File: config.mk
export PLATFORM = sky130hd
export DESIGN_NAME = tvws_mix
export DESIGN_NICKNAME = d
export VERILOG_FILES = /design/src/hw/rtl/two_voice_wavetable_sequencer_core_macros.svh /design/src/hw/rtl/tvws_pkg.sv /design/src/hw/rtl/tvws_mix.sv
export SDC_FILE = /design/constraint.sdc
export NUM_CORES = 1
export LEC_CHECK = 0
export BUFFER_PORTS_ARGS = -buffer_cell sky130_fd_sc_hd__buf_4
export CELL_PAD_IN_SITES_DETAIL_PLACEMENT = 0
export CELL_PAD_IN_SITES_GLOBAL_PLACEMENT = 1
export CORE_MARGIN = 3
export CORE_UTILIZATION = 43
export DETAILED_ROUTE_END_ITERATION = 10
export PLACE_DENSITY_LB_ADDON = 0.1
export SETUP_SLACK_MARGIN = 0.05
export SYNTH_ARGS = -nofsm -noshare
export SYNTH_HDL_FRONTEND = slang
export SYNTH_SLANG_ARGS = --single-unit
File: constraint.sdc
create_clock -name clk -period 6.3 [get_ports clk]
set_input_delay 0.945 -clock clk [delete_from_list [all_inputs] [get_ports clk]]
set_output_delay 0.945 -clock clk [all_outputs]
set_load 0.005 [all_outputs]
File: src/hw/rtl/two_voice_wavetable_sequencer_core_macros.svh
// Assertion helpers for the sequencer core; clk and rst_n are taken from the using scope.
`ifndef TWO_VOICE_WAVETABLE_SEQUENCER_CORE_MACROS_SVH
`define TWO_VOICE_WAVETABLE_SEQUENCER_CORE_MACROS_SVH

// same-cycle implication
`define TVWS_ASSERT_IMP(label, ante, cons, msg) \
    label: assert property (@(posedge clk) disable iff (!rst_n) (ante) |-> (cons)) \
        else $error(msg);

// next-cycle implication
`define TVWS_ASSERT_NXT(label, ante, cons, msg) \
    label: assert property (@(posedge clk) disable iff (!rst_n) (ante) |=> (cons)) \
        else $error(msg);

`endif

File: src/hw/rtl/tvws_pkg.sv
package tvws_pkg;

    localparam int MAX_NOTES_DEF   = 128;
    localparam int WAVE_LENGTH_DEF = 64;
    localparam int SAMPLE_BITS_DEF = 12;

    localparam int OPCODE_W = 3;
    localparam int EIDX_W   = 7;
    localparam int PERIOD_W = 24;
    localparam int NLEN_W   = 16;
    localparam int WIDX_W   = 6;
    localparam int WVAL_W   = 12;
    localparam int SAMPLE_W = 12;
    localparam int CNT_W    = 8;
    localparam int SEL_W    = 2;
    localparam int CFG_IDX_W  = 3;
    localparam int CFG_DATA_W = 8;

    localparam logic [OPCODE_W-1:0] OP_BEAT      = 3'd0;
    localparam logic [OPCODE_W-1:0] OP_MEL_TICK  = 3'd1;
    localparam logic [OPCODE_W-1:0] OP_HAR_TICK  = 3'd2;
    localparam logic [OPCODE_W-1:0] OP_LOAD_NOTE = 3'd3;
    localparam logic [OPCODE_W-1:0] OP_LOAD_WAVE = 3'd4;
    localparam logic [OPCODE_W-1:0] OP_RESTART   = 3'd5;

    localparam logic [CFG_IDX_W-1:0] CFG_SONG_SELECT = 3'd0;
    localparam logic [CFG_IDX_W-1:0] CFG_S1_MELODY   = 3'd1;
    localparam logic [CFG_IDX_W-1:0] CFG_S1_HARMONY  = 3'd2;
    localparam logic [CFG_IDX_W-1:0] CFG_S2_MELODY   = 3'd3;
    localparam logic [CFG_IDX_W-1:0] CFG_S2_HARMONY  = 3'd4;

    localparam logic [SEL_W-1:0] SEL_SLOT1 = 2'd1;
    localparam logic [SEL_W-1:0] SEL_SLOT2 = 2'd2;

    localparam logic [CNT_W-1:0] S1_COUNT_RST = 8'd106;
    localparam logic [CNT_W-1:0] S2_COUNT_RST = 8'd8;

    // what the second stage does with a request
    typedef struct packed {
        logic zero_levels;
        logic wave_m;
        logic wave_h;
        logic per_m;
        logic per_h;
        logic ended;
    } tvws_ctrl_t;

endpackage

File: src/hw/rtl/tvws_mix.sv
module tvws_mix #(
    parameter int SAMPLE_BITS = tvws_pkg::SAMPLE_BITS_DEF
) (
    input  logic                          clk,
    input  logic                          rst_n,
    input  logic                          s1_valid,
    input  tvws_pkg::tvws_ctrl_t          ctrl,
    input  logic [SAMPLE_BITS-1:0]        wave_q,
    input  logic [tvws_pkg::PERIOD_W-1:0] mel_period_q,
    input  logic [tvws_pkg::PERIOD_W-1:0] har_period_q,
    output logic                          s1_take,
    input  logic                          out_stall,
    output logic                          out_valid,
    output logic                          sample_valid,
    output logic [tvws_pkg::SAMPLE_W-1:0] sample,
    output logic                          melody_period_valid,
    output logic [tvws_pkg::PERIOD_W-1:0] melody_period,
    output logic                          harmony_period_valid,
    output logic [tvws_pkg::PERIOD_W-1:0] harmony_period,
    output logic                          song_ended
);
    import tvws_pkg::*;

    logic                   out_valid_reg;
    logic [SAMPLE_BITS-1:0] level_m_reg, level_m_next;
    logic [SAMPLE_BITS-1:0] level_h_reg, level_h_next;
    logic [SAMPLE_BITS:0]   level_sum;
    logic                   sv_reg;
    logic [SAMPLE_W-1:0]    sample_reg;
    logic                   mv_reg, hv_reg, ended_reg;
    logic [PERIOD_W-1:0]    mper_reg, hper_reg;

    assign s1_take = !out_valid_reg || !out_stall;

    always_comb
    begin
        level_m_next = ctrl.wave_m ? wave_q : level_m_reg;
        level_h_next = ctrl.wave_h ? wave_q : level_h_reg;
        if (ctrl.zero_levels)
        begin
            level_m_next = '0;
            level_h_next = '0;
        end
        level_sum = {1'b0, level_m_next} + {1'b0, level_h_next};
    end

    always_ff @(posedge clk or negedge rst_n)
    begin
        if (!rst_n)
        begin
            out_valid_reg <= 1'b0;
            level_m_reg   <= '0;
            level_h_reg   <= '0;
        end
        else if (s1_valid && s1_take)
        begin
            out_valid_reg <= 1'b1;
            level_m_reg   <= level_m_next;
            level_h_reg   <= level_h_next;
        end
        else if (s1_take)
        begin
            out_valid_reg <= 1'b0;
        end
    end

    always_ff @(posedge clk)
    begin
        if (s1_valid && s1_take)
        begin
            sv_reg     <= ctrl.wave_m || ctrl.wave_h;
            sample_reg <= (ctrl.wave_m || ctrl.wave_h)
                          ? SAMPLE_W'(level_sum[SAMPLE_BITS:1]) : '0;
            mv_reg     <= ctrl.per_m;
            mper_reg   <= ctrl.per_m ? mel_period_q : '0;
            hv_reg     <= ctrl.per_h;
            hper_reg   <= ctrl.per_h ? har_period_q : '0;
            ended_reg  <= ctrl.ended;
        end
    end

    assign out_valid            = out_valid_reg;
    assign sample_valid         = sv_reg;
    assign sample               = sample_reg;
    assign melody_period_valid  = mv_reg;
    assign melody_period        = mper_reg;
    assign harmony_period_valid = hv_reg;
    assign harmony_period       = hper_reg;
    assign song_ended           = ended_reg;

endmodule

==> results of run 1 <==
==> stage by stage <==
| step | setup WS (ns) | utilization | power [mW] | cells |
|---|---|---|---|---|
| CTS | 3.34 | 0.589 | 1.38 | 581 |
| finish | 3.31 | 0.589 | 1.36 | 581 |
| global route | 3.17 | 0.589 | 1.43 | 581 |
| floorplan | 2.25 | - | 0.829 | 315 |
| detailed placement | 3.00 | 0.565 | 0.934 | 565 |
| global placement | 3.04 | 0.565 | 0.929 | 565 |
==> cell type report <==
class                      count  area share
sequential                    89       0.466
multi-input combinational    205       0.273
timing repair buffer         136       0.187
tap                          129      0.0295
clock buffer                   9      0.0226
clock inverter                 7      0.0183
inverter                       6     0.00412
==> power groups by stage <==
stage	Clock [mW]	Combinational, mW	Sequential [mW]
finish	0.441	0.218	0.700
global route	0.478	0.243	0.706
CTS	0.455	0.221	0.700
detailed placement	0	0.220	0.714
global placement	0	0.217	0.712
floorplan	0	0.113	0.716
==> routing by layer <==
| layer | vias up | wire length (um) | global-route usage |
|---|---|---|---|
| li1 | 1406 | - | - |
| met1 | 1359 | 4180 | 0.238 |
| met2 | 95 | 4220 | 0.268 |
| met3 | 10 | 484 | 0.0372 |
| met4 | 0 | 119 | 0.0513 |
| met5 | - | 0 | 0 |
==> kinds of logic (layout without fill, tap and decap cells) <==
| group | Yosys count | count (layout) | synth area share |
|---|---|---|---|
| and+or+nand+nor | 107 | 107 | 0.137 |
| AOI/OAI and AO/OA | 38 | 38 | 0.0633 |
| xor gates and xnor gates | 4 | 4 | 0.00848 |
| buffers and inverters | 21 | 158 | 0.0227 |
| adders and majority gates | 12 | 12 | 0.0382 |
| DFF | 89 | 89 | 0.617 |
| muxes | 44 | 44 | 0.113 |
==> path summary, 6_finish.rpt <==
check                                start              end  cells after the start  slack, ns
max                                ctrl[4]       sample[11]                      9       3.31
min                                  rst_n        out_valid                      1       0.48
max reg2reg                 level_m_reg[4]       sample[11]                      8       3.86
min reg2reg                level_m_reg[11]  level_m_reg[11]                      1       0.51
max in group asynchronous            rst_n   level_m_reg[4]                      1       5.56
min in group clk           level_m_reg[11]  level_m_reg[11]                      1       0.51
==> cells in the final DEF (no fill, tap or decap), types with 2 or more instances in the layout <==
cell                        Yosys  final
sky130_fd_sc_hd__a211o_1        3      3
sky130_fd_sc_hd__a211oi_1       3      3
sky130_fd_sc_hd__a21o_1         3      3
sky130_fd_sc_hd__a21oi_1        8      8
sky130_fd_sc_hd__a31oi_1        2      2
sky130_fd_sc_hd__and2_1        50     49
sky130_fd_sc_hd__buf_4          0    136
sky130_fd_sc_hd__bufinv_16      0      2
sky130_fd_sc_hd__clkbuf_8       0      9
sky130_fd_sc_hd__dfrtp_1       25     25
sky130_fd_sc_hd__edfxtp_1      64     64
sky130_fd_sc_hd__ha_1          11     11
sky130_fd_sc_hd__inv_1          6      6
sky130_fd_sc_hd__mux2_2        22     22
sky130_fd_sc_hd__mux2i_1       22     22
sky130_fd_sc_hd__nand2_1        8      8
sky130_fd_sc_hd__nand4_1        4      4
sky130_fd_sc_hd__nor2_1        32     32
sky130_fd_sc_hd__nor3_1         5      5
sky130_fd_sc_hd__o21a_1         4      4
sky130_fd_sc_hd__o21ai_0        5      5
sky130_fd_sc_hd__o22ai_1        4      4
sky130_fd_sc_hd__or3_1          3      3
sky130_fd_sc_hd__xor2_1         3      3
==> impl_metrics.csv, run 1 <==
group,metric,value,unit
run_status,run_status,"completed",
setup_path,path_class,"in -> reg",
detailed_routing,wirelength,9010,um
cts,postCtsResizedCells,0,
setup_path,critical_path.startpoint_type,"input pin",
sta,drv_slew,0,
global_route,track_usage,0.170,
placement,io_buffer_count,135,
floorplan,pin_count,136,
synthesis,synth.ff_latch_count,89,
sta,period_share,0.475,
cts,post_cts.repair.setup_buffers,0,
setup_path,worstPathRequired,6.41,ns
setup_path,worst_ep_arrival_time,3.10,ns
placement,post_dp_cell_area,5250,um^2
synthesis,synth.top_cells.by_count,"sky130_fd_sc_hd__edfxtp_1, sky130_fd_sc_hd__and2_1, sky130_fd_sc_hd__nor2_1",
sta,final.setup.tns,0,ns
global_route,first_global_vias,2910,
synthesis,synthCells,315,
setup_path,path_cells,"buf_4, mux2i_1, nor2_1, ha_1, a21oi_1, o21ai_0, o21ai_0, nor2_1, o221a_2",
detailed_routing,final_antenna_net_count,0,
setup_path,critical-path-max-stage-delay,0.37,ns
setup_path,worst_path_dominant_cell_family,"compound AO/OA/AOI/OAI gates",
floorplan,dieHeight,104,um
cells_and_area,layout.nets,529,
detailed_routing,drt-initial-drc-count,154,
cells_and_area,ff_latch_area,2550,um^2
detailed_routing,vias,2870,
cells_and_area,multiInputGateArea,1490,um^2
synthesis,synth.avg_cell_area,13.1,um^2
cts,post_cts_hold_buffer_count,0,
cts,clock_sinks,89,
sta,period_needed,2.99,ns
synthesis,syn_nets,397,
sta,clock-skew-final,0.0102,ns
synthesis,synth_enable_flop_cells,64,
sta,finalHoldWorstSlack,0.480,ns
cells_and_area,layout.filler_cells,781,
power_and_ir_drop,sw_frac_of_total,0.245,
sta,finalSetupViolCount,0,
power_and_ir_drop,internal_power,1.03,mW
floorplan,die-area,10800,um^2
floorplan,start_util,0.445,
floorplan,dieWidth,104,um
placement,final_gp_congestion,0.857,
hold_path,hp-class,"in -> async",
setup_path,crit_fanout,16,
synthesis,ys.flop_type,"sky130_fd_sc_hd__edfxtp_1",
cells_and_area,antenna_diode_instance_count,0,
cells_and_area,share_of_post_route_cells_with_drive_strength_above_1,0.392,
global_route,grt_overflow_total,0,
sta,clock.fmax,334,MHz
floorplan,placement_rows,35,
setup_path,cpMaxStageDelayCell,"sky130_fd_sc_hd__ha_1",
power_and_ir_drop,sequential_fraction_of_design_power,0.515,
cts,clock_tree.root_cell,"sky130_fd_sc_hd__clkbuf_8",
detailed_routing,drt-pass1-iter-count,4,
power_and_ir_drop,power.density,248,nW/um^2
cts,clkTransAtPathRegs,0.10,ns
synthesis,synth_top_cells_by_area,"sky130_fd_sc_hd__edfxtp_1, sky130_fd_sc_hd__dfrtp_1, sky130_fd_sc_hd__and2_1",
detailed_routing,avgViaCountPerCell,4.94,
power_and_ir_drop,p_switching,0.333,mW
detailed_routing,detail_route.drc_violations,0,
detailed_routing,post_drt_wl_per_cell,15.5,um
placement,dpl.hpwl,6350,um
sta,hold_viol,0,
cts,insertion_delay_of_the_later_clocked_pin_in_the_worst_skew_pair,0.35,ns
global_route,grt_max_degree,91,
cells_and_area,design_area,5470,um^2
synthesis,seq_area_frac_synth,0.617,
synthesis,synthesis.yosys.warnings,0,
sta,worst_pin_slew,1.11,ns
run,max_cap_violations,0,
cts,numCtsBuffers,9,
power_and_ir_drop,vdd.ir_drop.worst,0.000130,V
synthesis,top_count_cell_post_synth,"sky130_fd_sc_hd__edfxtp_1",
synthesis,post_synth_instance_area,4130,um^2
power_and_ir_drop,p_clk_frac,0.324,
global_route,grt_antenna_before_repair,0,
synthesis,synth-async-reset-ratio,0.281,
synthesis,yosysUniqueCellTypes,37,
floorplan,design.core.area,9280,um^2
sta,timing.slew.headroom,0.257,
cells_and_area,layout-area-overhead-vs-synth,32.4,%
setup_path,critical_path.endpoint_type,"register",
cts,cts.path.max_buffers,2,
synthesis,netlist.top_cell.by_area,"sky130_fd_sc_hd__edfxtp_1",
cts,cts_htree_levels,3,
synthesis,synth.top_cell.area_share,0.465,
power_and_ir_drop,power_frac_comb,0.161,
power_and_ir_drop,p_leak,2.45,nW
global_route,grt_pass1_wl,14900,um
setup_path,worst-path-buf-inv,1,
sta,unrepaired_setup_endpoints_after_global_routing,"false",
cts,cts_tree,"done",
Power figures use the tool's default switching activity.
==> run 2, diff against run 1 <==
- CORE_UTILIZATION: 43 -> 36
- clock period: 6.3 -> 2.6 ns (I/O delays scaled with it)
==> run 2 against run 1 <==
  * Combinational power grew to 2.7 times the previous value
  * First-iteration DRC count is 6.5% higher
  * Sequential share of layout area down 2.5 points
  * Count of clock-buffer cells in the layout grew 1
  * Worst hold slack worse by 0.25 ns
  * Die area rose by 18%
  * Cell area is 5.7% higher
  * Register-to-register slack got worse by 3.6 ns
  * Final cell count increased by 5.7%
  * Power increased to 2.7 times the previous value
  * Critical path type is now reg -> reg
  * Largest power group unchanged
  * Highest routed layer unchanged
==> impl_metrics.csv, run 2 (synthesis gave the netlist of run 1 again) <==
group,metric,value,unit
cts,cts.path.max_buffers,2,
detailed_routing,final_antenna_net_count,0,
placement,io_buffer_count,135,
setup_path,timing.rr.end,"sample[10]",
setup_path,reg2reg_from,"level_m_reg[1]",
power_and_ir_drop,vdd.ir_drop.worst,0.000328,V
cells_and_area,share_of_post_route_cells_with_drive_strength_above_1,0.416,
setup_path,worst_r2r_path_depth,8,
cells_and_area,finalCoreUtilization,0.524,
floorplan,pin_count,136,
cells_and_area,ff_latch_area,2550,um^2
cts,insertion_delay_of_the_later_clocked_pin_in_the_worst_skew_pair,0.34,ns
global_route,grt_overflow_total,0,
sta,worst_pin_slew,0.471,ns
cells_and_area,multiInputGateArea,1490,um^2
sta,clock-skew-final,0.0101,ns
sta,finalHoldWorstSlack,0.233,ns
setup_path,crit_fanout,5,
placement,dpl.hpwl,7230,um
sta,unrepaired_setup_endpoints_after_global_routing,"true",
cells_and_area,leading_cell_types_in_the_layout_fill_and_taps_excluded,"sky130_fd_sc_hd__buf_4, sky130_fd_sc_hd__edfxtp_1, sky130_fd_sc_hd__and2_1",
cells_and_area,layout.nets,552,
sta,timing.slew.headroom,0.686,
sta,period_share,0.908,
setup_path,worst_setup_slack_for_register_to_register_paths,0.24,ns
cts,cts_htree_levels,3,
cells_and_area,layout.filler_cells,970,
hold_path,hp-start,"ctrl[0]",
floorplan,dieHeight,113,um
floorplan,placement_rows,38,
sta,period_needed,2.36,ns
cts,cts_tree,"done",
power_and_ir_drop,power.density,630,nW/um^2
setup_path,path_class,"reg -> reg",
cells_and_area,layout_commonest_cell,"sky130_fd_sc_hd__buf_4",
cells_and_area,layoutNonFillerInstCount,614,
floorplan,die-area,12800,um^2
detailed_routing,post_drt_wl_per_cell,15.9,um
global_route,track_usage,0.157,
cts,clock_sinks,89,
detailed_routing,drt-initial-drc-count,164,
cts,clkTransAtPathRegs,0.06,ns
detailed_routing,vias,2972,
hold_path,worst_hold_stages,1,
global_route,grt_antenna_before_repair,0,
global_route,grt_pass1_wl,15900,um
detailed_routing,avgViaCountPerCell,4.84,
hold_path,hp-class,"in -> reg",
power_and_ir_drop,p_leak,2.61,nW
cts,clock_tree.root_cell,"sky130_fd_sc_hd__clkbuf_16",
floorplan,design.core.area,11000,um^2
run,max_cap_violations,0,
floorplan,dieWidth,113,um
setup_path,worstPathRequired,2.81,ns
sta,finalSetupViolCount,0,
sta,hold_viol,0,
setup_path,critical_path.startpoint_type,"register",
cells_and_area,antenna_diode_instance_count,0,
detailed_routing,wirelength,9760,um
detailed_routing,detail_route.drc_violations,0,
placement,numPlacedInstances,598,
setup_path,worst_ep_arrival_time,2.57,ns
floorplan,start_util,0.375,
global_route,first_global_vias,3051,
sta,drv_slew,0,
cts,post_cts.repair.setup_buffers,0,
cts,numCtsBuffers,9,
sta,clock.fmax,424,MHz
global_route,grt_max_degree,35,
run_status,run_status,"completed",
hold_path,min_delay_endpoint,"song_ended",
placement,final_gp_congestion,0.762,
detailed_routing,drt-pass1-iter-count,5,
setup_path,critical_path.endpoint_type,"register",
cells_and_area,layout-area-overhead-vs-synth,39.9,%
-- run 2: cell types whose count changed in the layout (fill, tap and decap cells not counted), moves of 3 or more --
cell and change:
sky130_fd_sc_hd__buf_4 +19, sky130_fd_sc_hd__clkbuf_16 +9, sky130_fd_sc_hd__clkbuf_8 -9, sky130_fd_sc_hd__buf_12 +3
-- run 2: repair_timing --
action                     in CTS  in global routing
setup endpoints to repair       0                  2
resized for setup               0                  1
hold endpoints to repair       25                  0
hold buffers                    1                  0
-- run 2: worst max-delay path by stage --
| stage | cells past startpoint | startpoint | endpoint |
|---|---|---|---|
| after floorplan | 9 | ctrl[5] | sample[10] |
| after global placement | 9 | ctrl[4] | sample[11] |
| after detailed placement | 9 | ctrl[4] | sample[11] |
| after CTS | 8 | level_m_reg[0] | sample[11] |
| after global routing | 8 | level_m_reg[0] | sample[11] |
| final | 8 | level_m_reg[1] | sample[10] |
-- run 2: routing by layer --
metal  vias up  GRT usage  part of all wire
li1       1455          -                 -
met3        11     0.0299             0.062
met1      1402      0.215              0.46
met2       104      0.247              0.46
met4         0     0.0633             0.017
met5         -          0                 0
-- run 2: layout make-up --
cell class,count,area share
clock buffer,10,0.0396
timing repair buffer,159,0.213
multi-input combinational,205,0.258
sequential,89,0.441
inverter,6,0.00390
tap,140,0.0303
clock inverter,5,0.0141
-- run 2: metrics by stage --
stage               power (mW)  TNS [ns]  setup WS, ns  area, um^2
floorplan                 2.01         0        0.0690        4160
global route              3.81         0        0.0385        5780
detailed placement        2.32   -0.0373       -0.0236        5460
global placement          2.30         0        0.0462        5460
CTS                       3.69         0         0.200        5780
finish                    3.64         0         0.240        5780
-- run 2: power breakdown --
group          internal [mW]  total [mW]  switching (mW)
Sequential              1.66        1.70          0.0411
Clock                  0.837        1.36           0.525
Combinational          0.318       0.582           0.263
-- run 2: critical path: stages (launching register included) --
cell,delay [ns]
sky130_fd_sc_hd__dfrtp_1,0.39
sky130_fd_sc_hd__mux2i_1,0.14
sky130_fd_sc_hd__nor2_1,0.11
sky130_fd_sc_hd__ha_1,0.30
sky130_fd_sc_hd__nand2_1,0.05
sky130_fd_sc_hd__or4_4,0.45
sky130_fd_sc_hd__a2111o_1,0.41
sky130_fd_sc_hd__a211o_1,0.31
sky130_fd_sc_hd__nand2_1,0.06
